### config.mk
export PLATFORM = sky130hd
export DESIGN_NAME = square_matrix_rotator_unit
export DESIGN_NICKNAME = d
export VERILOG_FILES = /design/src/rtl/smr_pkg.sv /design/src/rtl/smr_front.sv /design/src/rtl/smr_back.sv /design/src/rtl/square_matrix_rotator_unit.sv
export VERILOG_INCLUDE_DIRS = /design/src /design/src/rtl
export SDC_FILE = /design/constraint.sdc
export NUM_CORES = 2
export LEC_CHECK = 0
export ABC_CLOCK_PERIOD_IN_PS = 6800
export BUFFER_PORTS_ARGS = -buffer_cell sky130_fd_sc_hd__buf_2
export CELL_PAD_IN_SITES_DETAIL_PLACEMENT = 0
export CELL_PAD_IN_SITES_GLOBAL_PLACEMENT = 2
export CORE_ASPECT_RATIO = 0.8
export CORE_MARGIN = 4
export CORE_UTILIZATION = 40
export CTS_CLUSTER_DIAMETER = 100
export DETAILED_ROUTE_END_ITERATION = 8
export HOLD_SLACK_MARGIN = 0.02
export PLACE_DENSITY = 0.63
export SLEW_MARGIN = 20
export SYNTH_ARGS = -nofsm -noshare
export SYNTH_HDL_FRONTEND = slang
export SYNTH_SLANG_ARGS = --single-unit
### constraint.sdc
create_clock -name i_clk -period 6.8 [get_ports i_clk]
set_clock_uncertainty 0.15 [all_clocks]
set_input_delay 2.04 -clock i_clk [delete_from_list [all_inputs] [get_ports i_clk]]
set_output_delay 2.04 -clock i_clk [all_outputs]
set_load 0.1 [all_outputs]
### src/rtl/square_matrix_rotator_unit_macros.svh
// Assertion macros used by the rotator back end.
`ifndef SQUARE_MATRIX_ROTATOR_UNIT_MACROS_SVH
`define SQUARE_MATRIX_ROTATOR_UNIT_MACROS_SVH
`ifndef NO_ASSERTIONS
`define SMR_ASSERT_IMP(label, clk, rst_n, ante, cons) \
    label: assert property (@(posedge clk) disable iff (!rst_n) (ante) |-> (cons)) \
        else $error("smr: same-cycle check failed");
`define SMR_ASSERT_NEXT(label, clk, rst_n, ante, cons) \
    label: assert property (@(posedge clk) disable iff (!rst_n) (ante) |=> (cons)) \
        else $error("smr: next-cycle check failed");
`else
`define SMR_ASSERT_IMP(label, clk, rst_n, ante, cons)
`define SMR_ASSERT_NEXT(label, clk, rst_n, ante, cons)
`endif
`endif

### src/rtl/smr_pkg.sv
// Types, codes and constants of the square matrix rotator.
package smr_pkg;
    localparam int unsigned MAX_SIDE_DEF = 8;
    localparam int unsigned CFG_W        = 4;
    localparam int unsigned RC_W         = 3;
    localparam int unsigned VAL_W        = 32;
    localparam int unsigned CMDQ_DEPTH   = 4;
    localparam int unsigned OUTQ_DEPTH   = 4;
    localparam logic [CFG_W-1:0] SIZE_RESET = 4'd8;

    typedef enum logic [1:0] {
        OP_LOAD  = 2'd0,
        OP_ROT_R = 2'd1,
        OP_ROT_L = 2'd2,
        OP_PRINT = 2'd3
    } t_op;

    typedef struct packed {
        logic [1:0]              opcode;
        logic signed [VAL_W-1:0] element_value;
    } t_in_word;

    typedef struct packed {
        logic                    status;
        logic [RC_W-1:0]         out_row;
        logic [RC_W-1:0]         out_col;
        logic signed [VAL_W-1:0] out_value;
        logic                    last;
    } t_out_word;

    typedef struct packed {
        t_op              op;
        logic [VAL_W-1:0] value;
    } t_cmd;

    typedef struct packed {
        logic valid;
        t_cmd cmd;
    } t_cmd_hs;
endpackage

### src/rtl/smr_front.sv
// Front end: accepts input words, classifies the opcode and queues commands.
module smr_front (
    input  logic              i_clk,
    input  logic              i_rst_n,
    input  logic              i_push,
    input  smr_pkg::t_in_word i_in,
    output logic              o_full,
    output smr_pkg::t_cmd_hs  o_cmd,
    input  logic              i_cmd_ready
);
    import smr_pkg::*;

    localparam int unsigned QAW = $clog2(CMDQ_DEPTH);
    localparam int unsigned QCW = $clog2(CMDQ_DEPTH + 1);

    t_cmd           r_q [CMDQ_DEPTH];
    logic [QAW-1:0] r_wr;
    logic [QAW-1:0] r_rd;
    logic [QCW-1:0] r_cnt;
    t_cmd           w_cmd;
    logic           w_push;
    logic           w_pop;

    always_comb begin
        w_cmd.op    = t_op'(i_in.opcode);
        w_cmd.value = i_in.element_value;
    end

    assign o_full      = (r_cnt == QCW'(CMDQ_DEPTH));
    assign w_push      = i_push && !o_full;
    assign o_cmd.valid = (r_cnt != '0);
    assign o_cmd.cmd   = r_q[r_rd];
    assign w_pop       = o_cmd.valid && i_cmd_ready;

    always_ff @(posedge i_clk) begin
        if (w_push) begin
            r_q[r_wr] <= w_cmd;
        end
    end

    always_ff @(posedge i_clk) begin
        if (!i_rst_n) begin
            r_wr  <= '0;
            r_rd  <= '0;
            r_cnt <= '0;
        end else begin
            if (w_push) begin
                r_wr <= r_wr + QAW'(1);
            end
            if (w_pop) begin
                r_rd <= r_rd + QAW'(1);
            end
            r_cnt <= r_cnt + QCW'(w_push) - QCW'(w_pop);
        end
    end
endmodule

### src/rtl/smr_back.sv
// Back end: element store, orientation, print sequencer and result queue.
`include "square_matrix_rotator_unit_macros.svh"
module smr_back #(
    parameter int unsigned MAX_SIDE = smr_pkg::MAX_SIDE_DEF
) (
    input  logic                     i_clk,
    input  logic                     i_rst_n,
    input  logic [smr_pkg::CFG_W-1:0] i_size,
    input  smr_pkg::t_cmd_hs         i_cmd,
    output logic                     o_cmd_ready,
    input  logic                     i_pop,
    output logic                     o_empty,
    output smr_pkg::t_out_word       o_out
);
    import smr_pkg::*;

    localparam int unsigned DEPTH = MAX_SIDE * MAX_SIDE;
    localparam int unsigned AW    = (DEPTH > 1) ? $clog2(DEPTH) : 1;
    localparam int unsigned CW    = $clog2(DEPTH + 1);
    localparam int unsigned SW    = $clog2(MAX_SIDE + 1);
    localparam int unsigned OAW   = $clog2(OUTQ_DEPTH);
    localparam int unsigned OCW   = $clog2(OUTQ_DEPTH + 1);
    localparam int unsigned OCW1  = OCW + 1;

    typedef enum logic [1:0] {
        ST_IDLE  = 2'b01,
        ST_PRINT = 2'b10
    } t_state;

    logic [VAL_W-1:0] r_mem [DEPTH];
    logic [VAL_W-1:0] r_rd_data;

    t_state          r_state, n_state;
    logic [RC_W-1:0] r_i, n_i;
    logic [RC_W-1:0] r_j, n_j;
    logic [1:0]      r_orient, n_orient;
    logic [CW-1:0]   r_ptr, n_ptr;
    logic            r_loaded, n_loaded;

    logic            r_p_valid;
    logic            r_p_status;
    logic [RC_W-1:0] r_p_row;
    logic [RC_W-1:0] r_p_col;
    logic            r_p_last;

    t_out_word       r_oq [OUTQ_DEPTH];
    logic [OAW-1:0]  r_owr;
    logic [OAW-1:0]  r_ord;
    logic [OCW-1:0]  r_ocnt;

    logic [SW-1:0]   w_side;
    logic [SW-1:0]   w_side_m1;
    logic [RC_W-1:0] w_last_rc;
    logic [2*SW-1:0] w_side_sq;
    logic [CW-1:0]   w_total;
    logic [CW-1:0]   w_lp;
    logic [CW-1:0]   w_lp1;
    logic [OCW:0]    w_used;
    logic            w_space;
    logic            w_take;
    logic            w_wr_en;
    logic            w_issue;
    logic            w_issue_status;
    logic [RC_W-1:0] w_r;
    logic [RC_W-1:0] w_c;
    logic [AW-1:0]   w_rd_addr;
    logic            w_pop;
    t_out_word       w_res;

    always_comb begin
        if (i_size == '0) begin
            w_side = SW'(1);
        end else if (i_size > CFG_W'(MAX_SIDE)) begin
            w_side = SW'(MAX_SIDE);
        end else begin
            w_side = SW'(i_size);
        end
    end

    assign w_side_m1 = w_side - SW'(1);
    assign w_last_rc = RC_W'(w_side_m1);
    assign w_side_sq = {{SW{1'b0}}, w_side} * {{SW{1'b0}}, w_side};
    assign w_total   = w_side_sq[CW-1:0];

    assign w_lp  = (r_ptr >= w_total) ? '0 : r_ptr;
    assign w_lp1 = w_lp + CW'(1);

    assign w_used  = {1'b0, r_ocnt} + {{OCW{1'b0}}, r_p_valid};
    assign w_space = (w_used < OCW1'(OUTQ_DEPTH));

    assign o_cmd_ready = (r_state == ST_IDLE) && ((i_cmd.cmd.op == OP_LOAD) || w_space);
    assign w_take      = i_cmd.valid && o_cmd_ready;

    always_comb begin
        n_state        = r_state;
        n_i            = r_i;
        n_j            = r_j;
        n_orient       = r_orient;
        n_ptr          = r_ptr;
        n_loaded       = r_loaded;
        w_wr_en        = 1'b0;
        w_issue        = 1'b0;
        w_issue_status = 1'b0;
        unique case (r_state)
            ST_IDLE: begin
                if (w_take) begin
                    unique case (i_cmd.cmd.op)
                        OP_LOAD: begin
                            w_wr_en = 1'b1;
                            if (w_lp == '0) begin
                                n_orient = '0;
                            end
                            if (w_lp1 >= w_total) begin
                                n_ptr    = '0;
                                n_loaded = 1'b1;
                            end else begin
                                n_ptr = w_lp1;
                            end
                        end
                        OP_ROT_R: begin
                            if (r_loaded) begin
                                n_orient = r_orient + 2'd1;
                            end else begin
                                w_issue        = 1'b1;
                                w_issue_status = 1'b1;
                            end
                        end
                        OP_ROT_L: begin
                            if (r_loaded) begin
                                n_orient = r_orient - 2'd1;
                            end else begin
                                w_issue        = 1'b1;
                                w_issue_status = 1'b1;
                            end
                        end
                        OP_PRINT: begin
                            if (r_loaded) begin
                                n_state = ST_PRINT;
                                n_i     = '0;
                                n_j     = '0;
                            end else begin
                                w_issue        = 1'b1;
                                w_issue_status = 1'b1;
                            end
                        end
                        default: begin
                            n_state = ST_IDLE;
                        end
                    endcase
                end
            end
            ST_PRINT: begin
                if (w_space) begin
                    w_issue = 1'b1;
                    if (r_j == w_last_rc) begin
                        n_j = '0;
                        if (r_i == w_last_rc) begin
                            n_state = ST_IDLE;
                        end else begin
                            n_i = r_i + RC_W'(1);
                        end
                    end else begin
                        n_j = r_j + RC_W'(1);
                    end
                end
            end
            default: begin
                n_state = ST_IDLE;
            end
        endcase
    end

    always_comb begin
        unique case (r_orient)
            2'd0: begin
                w_r = r_i;
                w_c = r_j;
            end
            2'd1: begin
                w_r = w_last_rc - r_j;
                w_c = r_i;
            end
            2'd2: begin
                w_r = w_last_rc - r_i;
                w_c = w_last_rc - r_j;
            end
            default: begin
                w_r = r_j;
                w_c = w_last_rc - r_i;
            end
        endcase
    end

    assign w_rd_addr = AW'(w_r) * AW'(w_side) + AW'(w_c);

    always_ff @(posedge i_clk) begin
        if (w_wr_en) begin
            r_mem[w_lp[AW-1:0]] <= i_cmd.cmd.value;
        end
        if (w_issue) begin
            r_rd_data  <= r_mem[w_rd_addr];
            r_p_status <= w_issue_status;
            r_p_row    <= w_issue_status ? '0 : r_i;
            r_p_col    <= w_issue_status ? '0 : r_j;
            r_p_last   <= w_issue_status || ((r_i == w_last_rc) && (r_j == w_last_rc));
        end
    end

    always_comb begin
        w_res.status    = r_p_status;
        w_res.out_row   = r_p_row;
        w_res.out_col   = r_p_col;
        w_res.out_value = r_p_status ? '0 : r_rd_data;
        w_res.last      = r_p_last;
    end

    assign o_empty = (r_ocnt == '0);
    assign o_out   = r_oq[r_ord];
    assign w_pop   = i_pop && !o_empty;

    always_ff @(posedge i_clk) begin
        if (r_p_valid) begin
            r_oq[r_owr] <= w_res;
        end
    end

    always_ff @(posedge i_clk) begin
        if (!i_rst_n) begin
            r_state   <= ST_IDLE;
            r_i       <= '0;
            r_j       <= '0;
            r_orient  <= '0;
            r_ptr     <= '0;
            r_loaded  <= 1'b0;
            r_p_valid <= 1'b0;
            r_owr     <= '0;
            r_ord     <= '0;
            r_ocnt    <= '0;
        end else begin
            r_state   <= n_state;
            r_i       <= n_i;
            r_j       <= n_j;
            r_orient  <= n_orient;
            r_ptr     <= n_ptr;
            r_loaded  <= n_loaded;
            r_p_valid <= w_issue;
            if (r_p_valid) begin
                r_owr <= r_owr + OAW'(1);
            end
            if (w_pop) begin
                r_ord <= r_ord + OAW'(1);
            end
            r_ocnt <= r_ocnt + OCW'(r_p_valid) - OCW'(w_pop);
        end
    end

    `SMR_ASSERT_IMP(a_outq_room, i_clk, i_rst_n, 1'b1, w_used <= OCW1'(OUTQ_DEPTH))
    `SMR_ASSERT_IMP(a_ptr_range, i_clk, i_rst_n, 1'b1, r_ptr < CW'(DEPTH))
    `SMR_ASSERT_NEXT(a_orient_hold, i_clk, i_rst_n, r_state == ST_PRINT, r_orient == $past(r_orient))
    `SMR_ASSERT_NEXT(a_loaded_sticky, i_clk, i_rst_n, r_loaded, r_loaded)
endmodule

### src/rtl/square_matrix_rotator_unit.sv
// Top level of the square matrix rotator: size register, front end and back end.
// Holds one n-by-n matrix of signed 32-bit elements (n from the size register, 1 to
// MAX_SIDE) and turns it by quarter turns without moving data: reads are remapped
// through a 2-bit orientation. Input words enter a 4-deep command queue; the back end
// executes one command at a time. A print reads one element a cycle, while the result
// queue has room, from the single read port of the element store; the read data is
// registered before each word enters the 4-deep result queue. A rotate or print before
// any complete load yields one status word. Write the size register only while the
// block is idle.
module square_matrix_rotator_unit #(
    parameter int unsigned MAX_SIDE = smr_pkg::MAX_SIDE_DEF
) (
    input  logic                      i_clk,
    input  logic                      i_rst_n,
    input  logic                      push,
    output logic                      full,
    input  smr_pkg::t_in_word         i_in,
    output logic                      empty,
    input  logic                      pop,
    output smr_pkg::t_out_word        o_out,
    input  logic                      i_cfg_valid,
    output logic                      o_cfg_ready,
    input  logic [smr_pkg::CFG_W-1:0] i_cfg_data
);
    import smr_pkg::*;

    logic [CFG_W-1:0] r_matrix_size;
    t_cmd_hs          w_cmd;
    logic             w_cmd_ready;

    assign o_cfg_ready = 1'b1;

    always_ff @(posedge i_clk) begin
        if (!i_rst_n) begin
            r_matrix_size <= SIZE_RESET;
        end else if (i_cfg_valid && o_cfg_ready) begin
            r_matrix_size <= i_cfg_data;
        end
    end

    smr_front u_front (
        .i_clk       (i_clk),
        .i_rst_n     (i_rst_n),
        .i_push      (push),
        .i_in        (i_in),
        .o_full      (full),
        .o_cmd       (w_cmd),
        .i_cmd_ready (w_cmd_ready)
    );

    smr_back #(
        .MAX_SIDE (MAX_SIDE)
    ) u_back (
        .i_clk       (i_clk),
        .i_rst_n     (i_rst_n),
        .i_size      (r_matrix_size),
        .i_cmd       (w_cmd),
        .o_cmd_ready (w_cmd_ready),
        .i_pop       (pop),
        .o_empty     (empty),
        .o_out       (o_out)
    );
endmodule
==> impl_metrics.ini <==
[routing]
drtAntennaViolNets = 0
highest_layer = met5
wl_per_cell_microns = 34.09
wl_met3_microns = 27180
first_pass_iters = 6
dr.first_iter.drc_count = 6919
drc = 0
vias_per_cell = 5.825
finalWirelength_microns = 282000
wl_met2_microns = 119600
via_count = 48190
wl_met1_microns = 130400

[timing]
finalSetupViolCount = 0
fin_crit_ns = 6.476
period_share = 0.9523
max_slew_margin = 0.2062
setup-tns-final_ns = 0
worst_pin_slew_ns = 1.191
final-hold-violation-count = 0
fin_ws_ns = 0.3243
fmax_mhz = 154.4
drv_slew = 0
rsz0062_at_grt = false

[power_and_ir_drop]
switching_share = 0.3127
p_sw_mw = 13.06
p_int_mw = 28.70
power.total_mw = 41.77
p_seq_frac = 0.461
peakVddDrop_mv = 0.4928
power_density_nw_per_um2 = 386.6
p_clk_frac = 0.318
power_frac_comb = 0.221
p_leak_nw = 33.81

[logic_synthesis]
synth_cell_types = 63
yosys_warnings = 0
ys_ff_latch = 2425
synth_xor_area_frac = 0.003296
synth_compound_area_frac = 0.005164
synthCells = 4603
avgSynthCellArea_sq_um = 20.37
synth.cell_area_sq_um = 93770
synth-seq-area-share = 0.7722
synth_simple_gate_area_frac = 0.05183
async_flop_share = 0
synth_edf_count = 2384
synth_mux_area_frac = 0.1454
synth_top_family_by_area = multiplexers
ys.flop_type = edfxtp_1
synthAdderAreaFrac = 0.009394

[critical_path]
cpLargestDelayFamily = adder cells
path_depth = 24
path_cells = nor2_1 -> nor2_1 -> nor2_1 -> ha_1 -> fa_1 -> o22ai_1 -> a211o_1 -> a21boi_0 -> nand2_1 -> fa_1 -> inv_1 -> fa_1 -> ha_1 -> a21o_1 -> a21oi_1 -> buf_4 -> xnor2_4 -> buf_12 -> buf_12 -> buf_4 -> nand2_1 -> nand3_1 -> nand4_1 -> mux2i_1
max_stage_delay_ns = 0.51
startpoint_type = flop
arrival_ns = 7.04
path_class = reg2reg
r2r_cells = 24
crit_fanout = 31
slowest_stage = fa_1
worstPathRequired_ns = 7.36
worst_setup_path_end_kind = flop
cp_num_buf_inv = 5

[global_route]
grt_pass1_wl_microns = 389800
grt_overflow = 0
grt_start_max_net_pins = 66
grt_pass1_vias = 46590
grt_use_total = 0.2316
antenna_found_initial = 16

[placement]
routabilityCongestion = 0.8223
dp_slack_ns = 0.1788
dp.final_hpwl_microns = 168300
port_buffers = 84

[clocking]
clk_pin_slew_ns = 0.06
clock_path_buffers = 4
cts_tree = done
cts_setup_buffers = 0
clock_sinks = 2425
ctsHoldBuffers = 0
post_cts_resized = 0
cts_root_buf = clkbuf_16
clock_latency_ns = 0.90
numCtsBuffers = 246
cts-htree-levels = 4

[die]
num_rows = 158
dieArea_sq_um = 242300
pin_count = 86
die_h_microns = 441.1
design.core.area_sq_um = 232500
die_width_microns = 549.3
initial_utilization = 0.4033

[job]
max_cap_violations = 0

[min_path]
hold_class = reg2reg
whs_path_depth = 0

[final_layout]
synthToLayoutAreaGrowth_pct = 15.21
layout-drive-gt1-share = 0.2630
fin_util = 0.4647
fill_cells = 19550
nets = 5057

[status]
status = completed
metal layers:
metal	GRT usage	vias to the layer above
li1	-	19340
met1	0.3817	26250
met2	0.3229	2289
met3	0.03937	306
met4	0.04224	2
met5	0	-
sequential cells by signal (all words and copies together), names as in the netlist, 2 cells and up, named ones only:
register and cells:
u_back.r_owr 2, u_back.r_p_col 3, u_back.r_i 3, u_front.r_wr 2, u_back.r_mem 2048, u_front.r_q 136, u_back.r_orient 2, u_back.r_oq 160
u_back.r_p_row 3, u_front.r_rd 2, u_back.r_ocnt 3, r_matrix_size 4, u_back.r_rd_data 32, u_back.r_ptr 7, u_back.r_ord 2, u_back.r_state 2
u_front.r_cnt 3, u_back.r_j 3
cell families after synthesis:
kind of cell | count (synthesis)
DFF | 2425
other | 2
muxes | 629
buffers and inverters | 287
xor gates and xnor gates | 30
AOI/OAI and AO/OA | 69
and+or+nand+nor | 1096
adders and majority gates | 65
layout by cell type (no fill, tap or decap), types with 56 or more instances in the layout:
cell and instances:
buf_2 84, buf_4 197, clkbuf_1 56, clkbuf_16 250
clkinv_1 56, edfxtp_1 2384, mux4_2 586, nand2_1 542
nand3_1 273, nand4_1 70, nor2_4 66
worst paths after layout:
| kind | to | startpoint | slack [ns] |
|---|---|---|---|
| max reg2reg | u_back.r_rd_data[5] | r_matrix_size[1] | 0.32 |
| max | u_back.r_rd_data[5] | r_matrix_size[1] | 0.32 |
| min | u_back.r_oq[3][34] | u_back.r_p_col[1] | 0.33 |
| min reg2reg | u_back.r_oq[3][34] | u_back.r_p_col[1] | 0.33 |
synthesized netlist by cell type (5+ instances only):
library cell | instances | share of area
nand2b_1 | 5 | 0.00033
mux4_2 | 586 | 0.14
a21o_1 | 5 | 0.00040
inv_1 | 48 | 0.0019
edfxtp_1 | 2384 | 0.76
and2_1 | 22 | 0.0015
nor3_1 | 11 | 0.00059
clkbuf_1 | 152 | 0.0061
nand4_1 | 70 | 0.0047
o21ai_0 | 6 | 0.00032
xnor2_1 | 18 | 0.0017
xor2_1 | 9 | 0.00084
a21oi_1 | 20 | 0.0011
buf_1 | 25 | 0.0010
nor2b_1 | 38 | 0.0025
buf_2 | 56 | 0.0030
mux2i_1 | 40 | 0.0043
or3_1 | 7 | 0.00047
fa_1 | 9 | 0.0019
nor2_1 | 118 | 0.0047
ha_1 | 56 | 0.0075
nand2_1 | 542 | 0.022
dfxtp_1 | 41 | 0.0088
nand3_1 | 273 | 0.015
cell type report:
type                       count  area [sq um]  share of cell area
sequential                  2425         72410              0.6703
multi-input combinational   1892         20770              0.1922
clock buffer                 312          6549             0.06062
tap                         3120          3904             0.03614
timing repair buffer         334          2960             0.02740
clock inverter               131          1220             0.01129
inverter                      50         187.7            0.001737
antenna                       10         25.02           0.0002316
through the flow:
stage                     instance area, sq um  std cells  hold WS, ns
final                                   108000       8274       0.3336
after global routing                    108000       8264       0.3413
after CTS                               108000       8264       0.3344
after detailed placement                100200       7821       0.3337
after global placement                  100200       7821       0.3193
after floorplan                          93770       4604       0.2986
power by group through the flow:
| stage | sequential, mW | clock, mW | combinational [mW] |
|---|---|---|---|
| floorplan | 19.1 | 0 | 5.15 |
| global placement | 19.5 | 0 | 9.22 |
| detailed placement | 19.5 | 0 | 9.31 |
| CTS | 19.2 | 13.6 | 9.32 |
| global route | 19.3 | 14.2 | 9.72 |
| finish | 19.3 | 13.3 | 9.24 |
(Power assumes the default switching activity.)
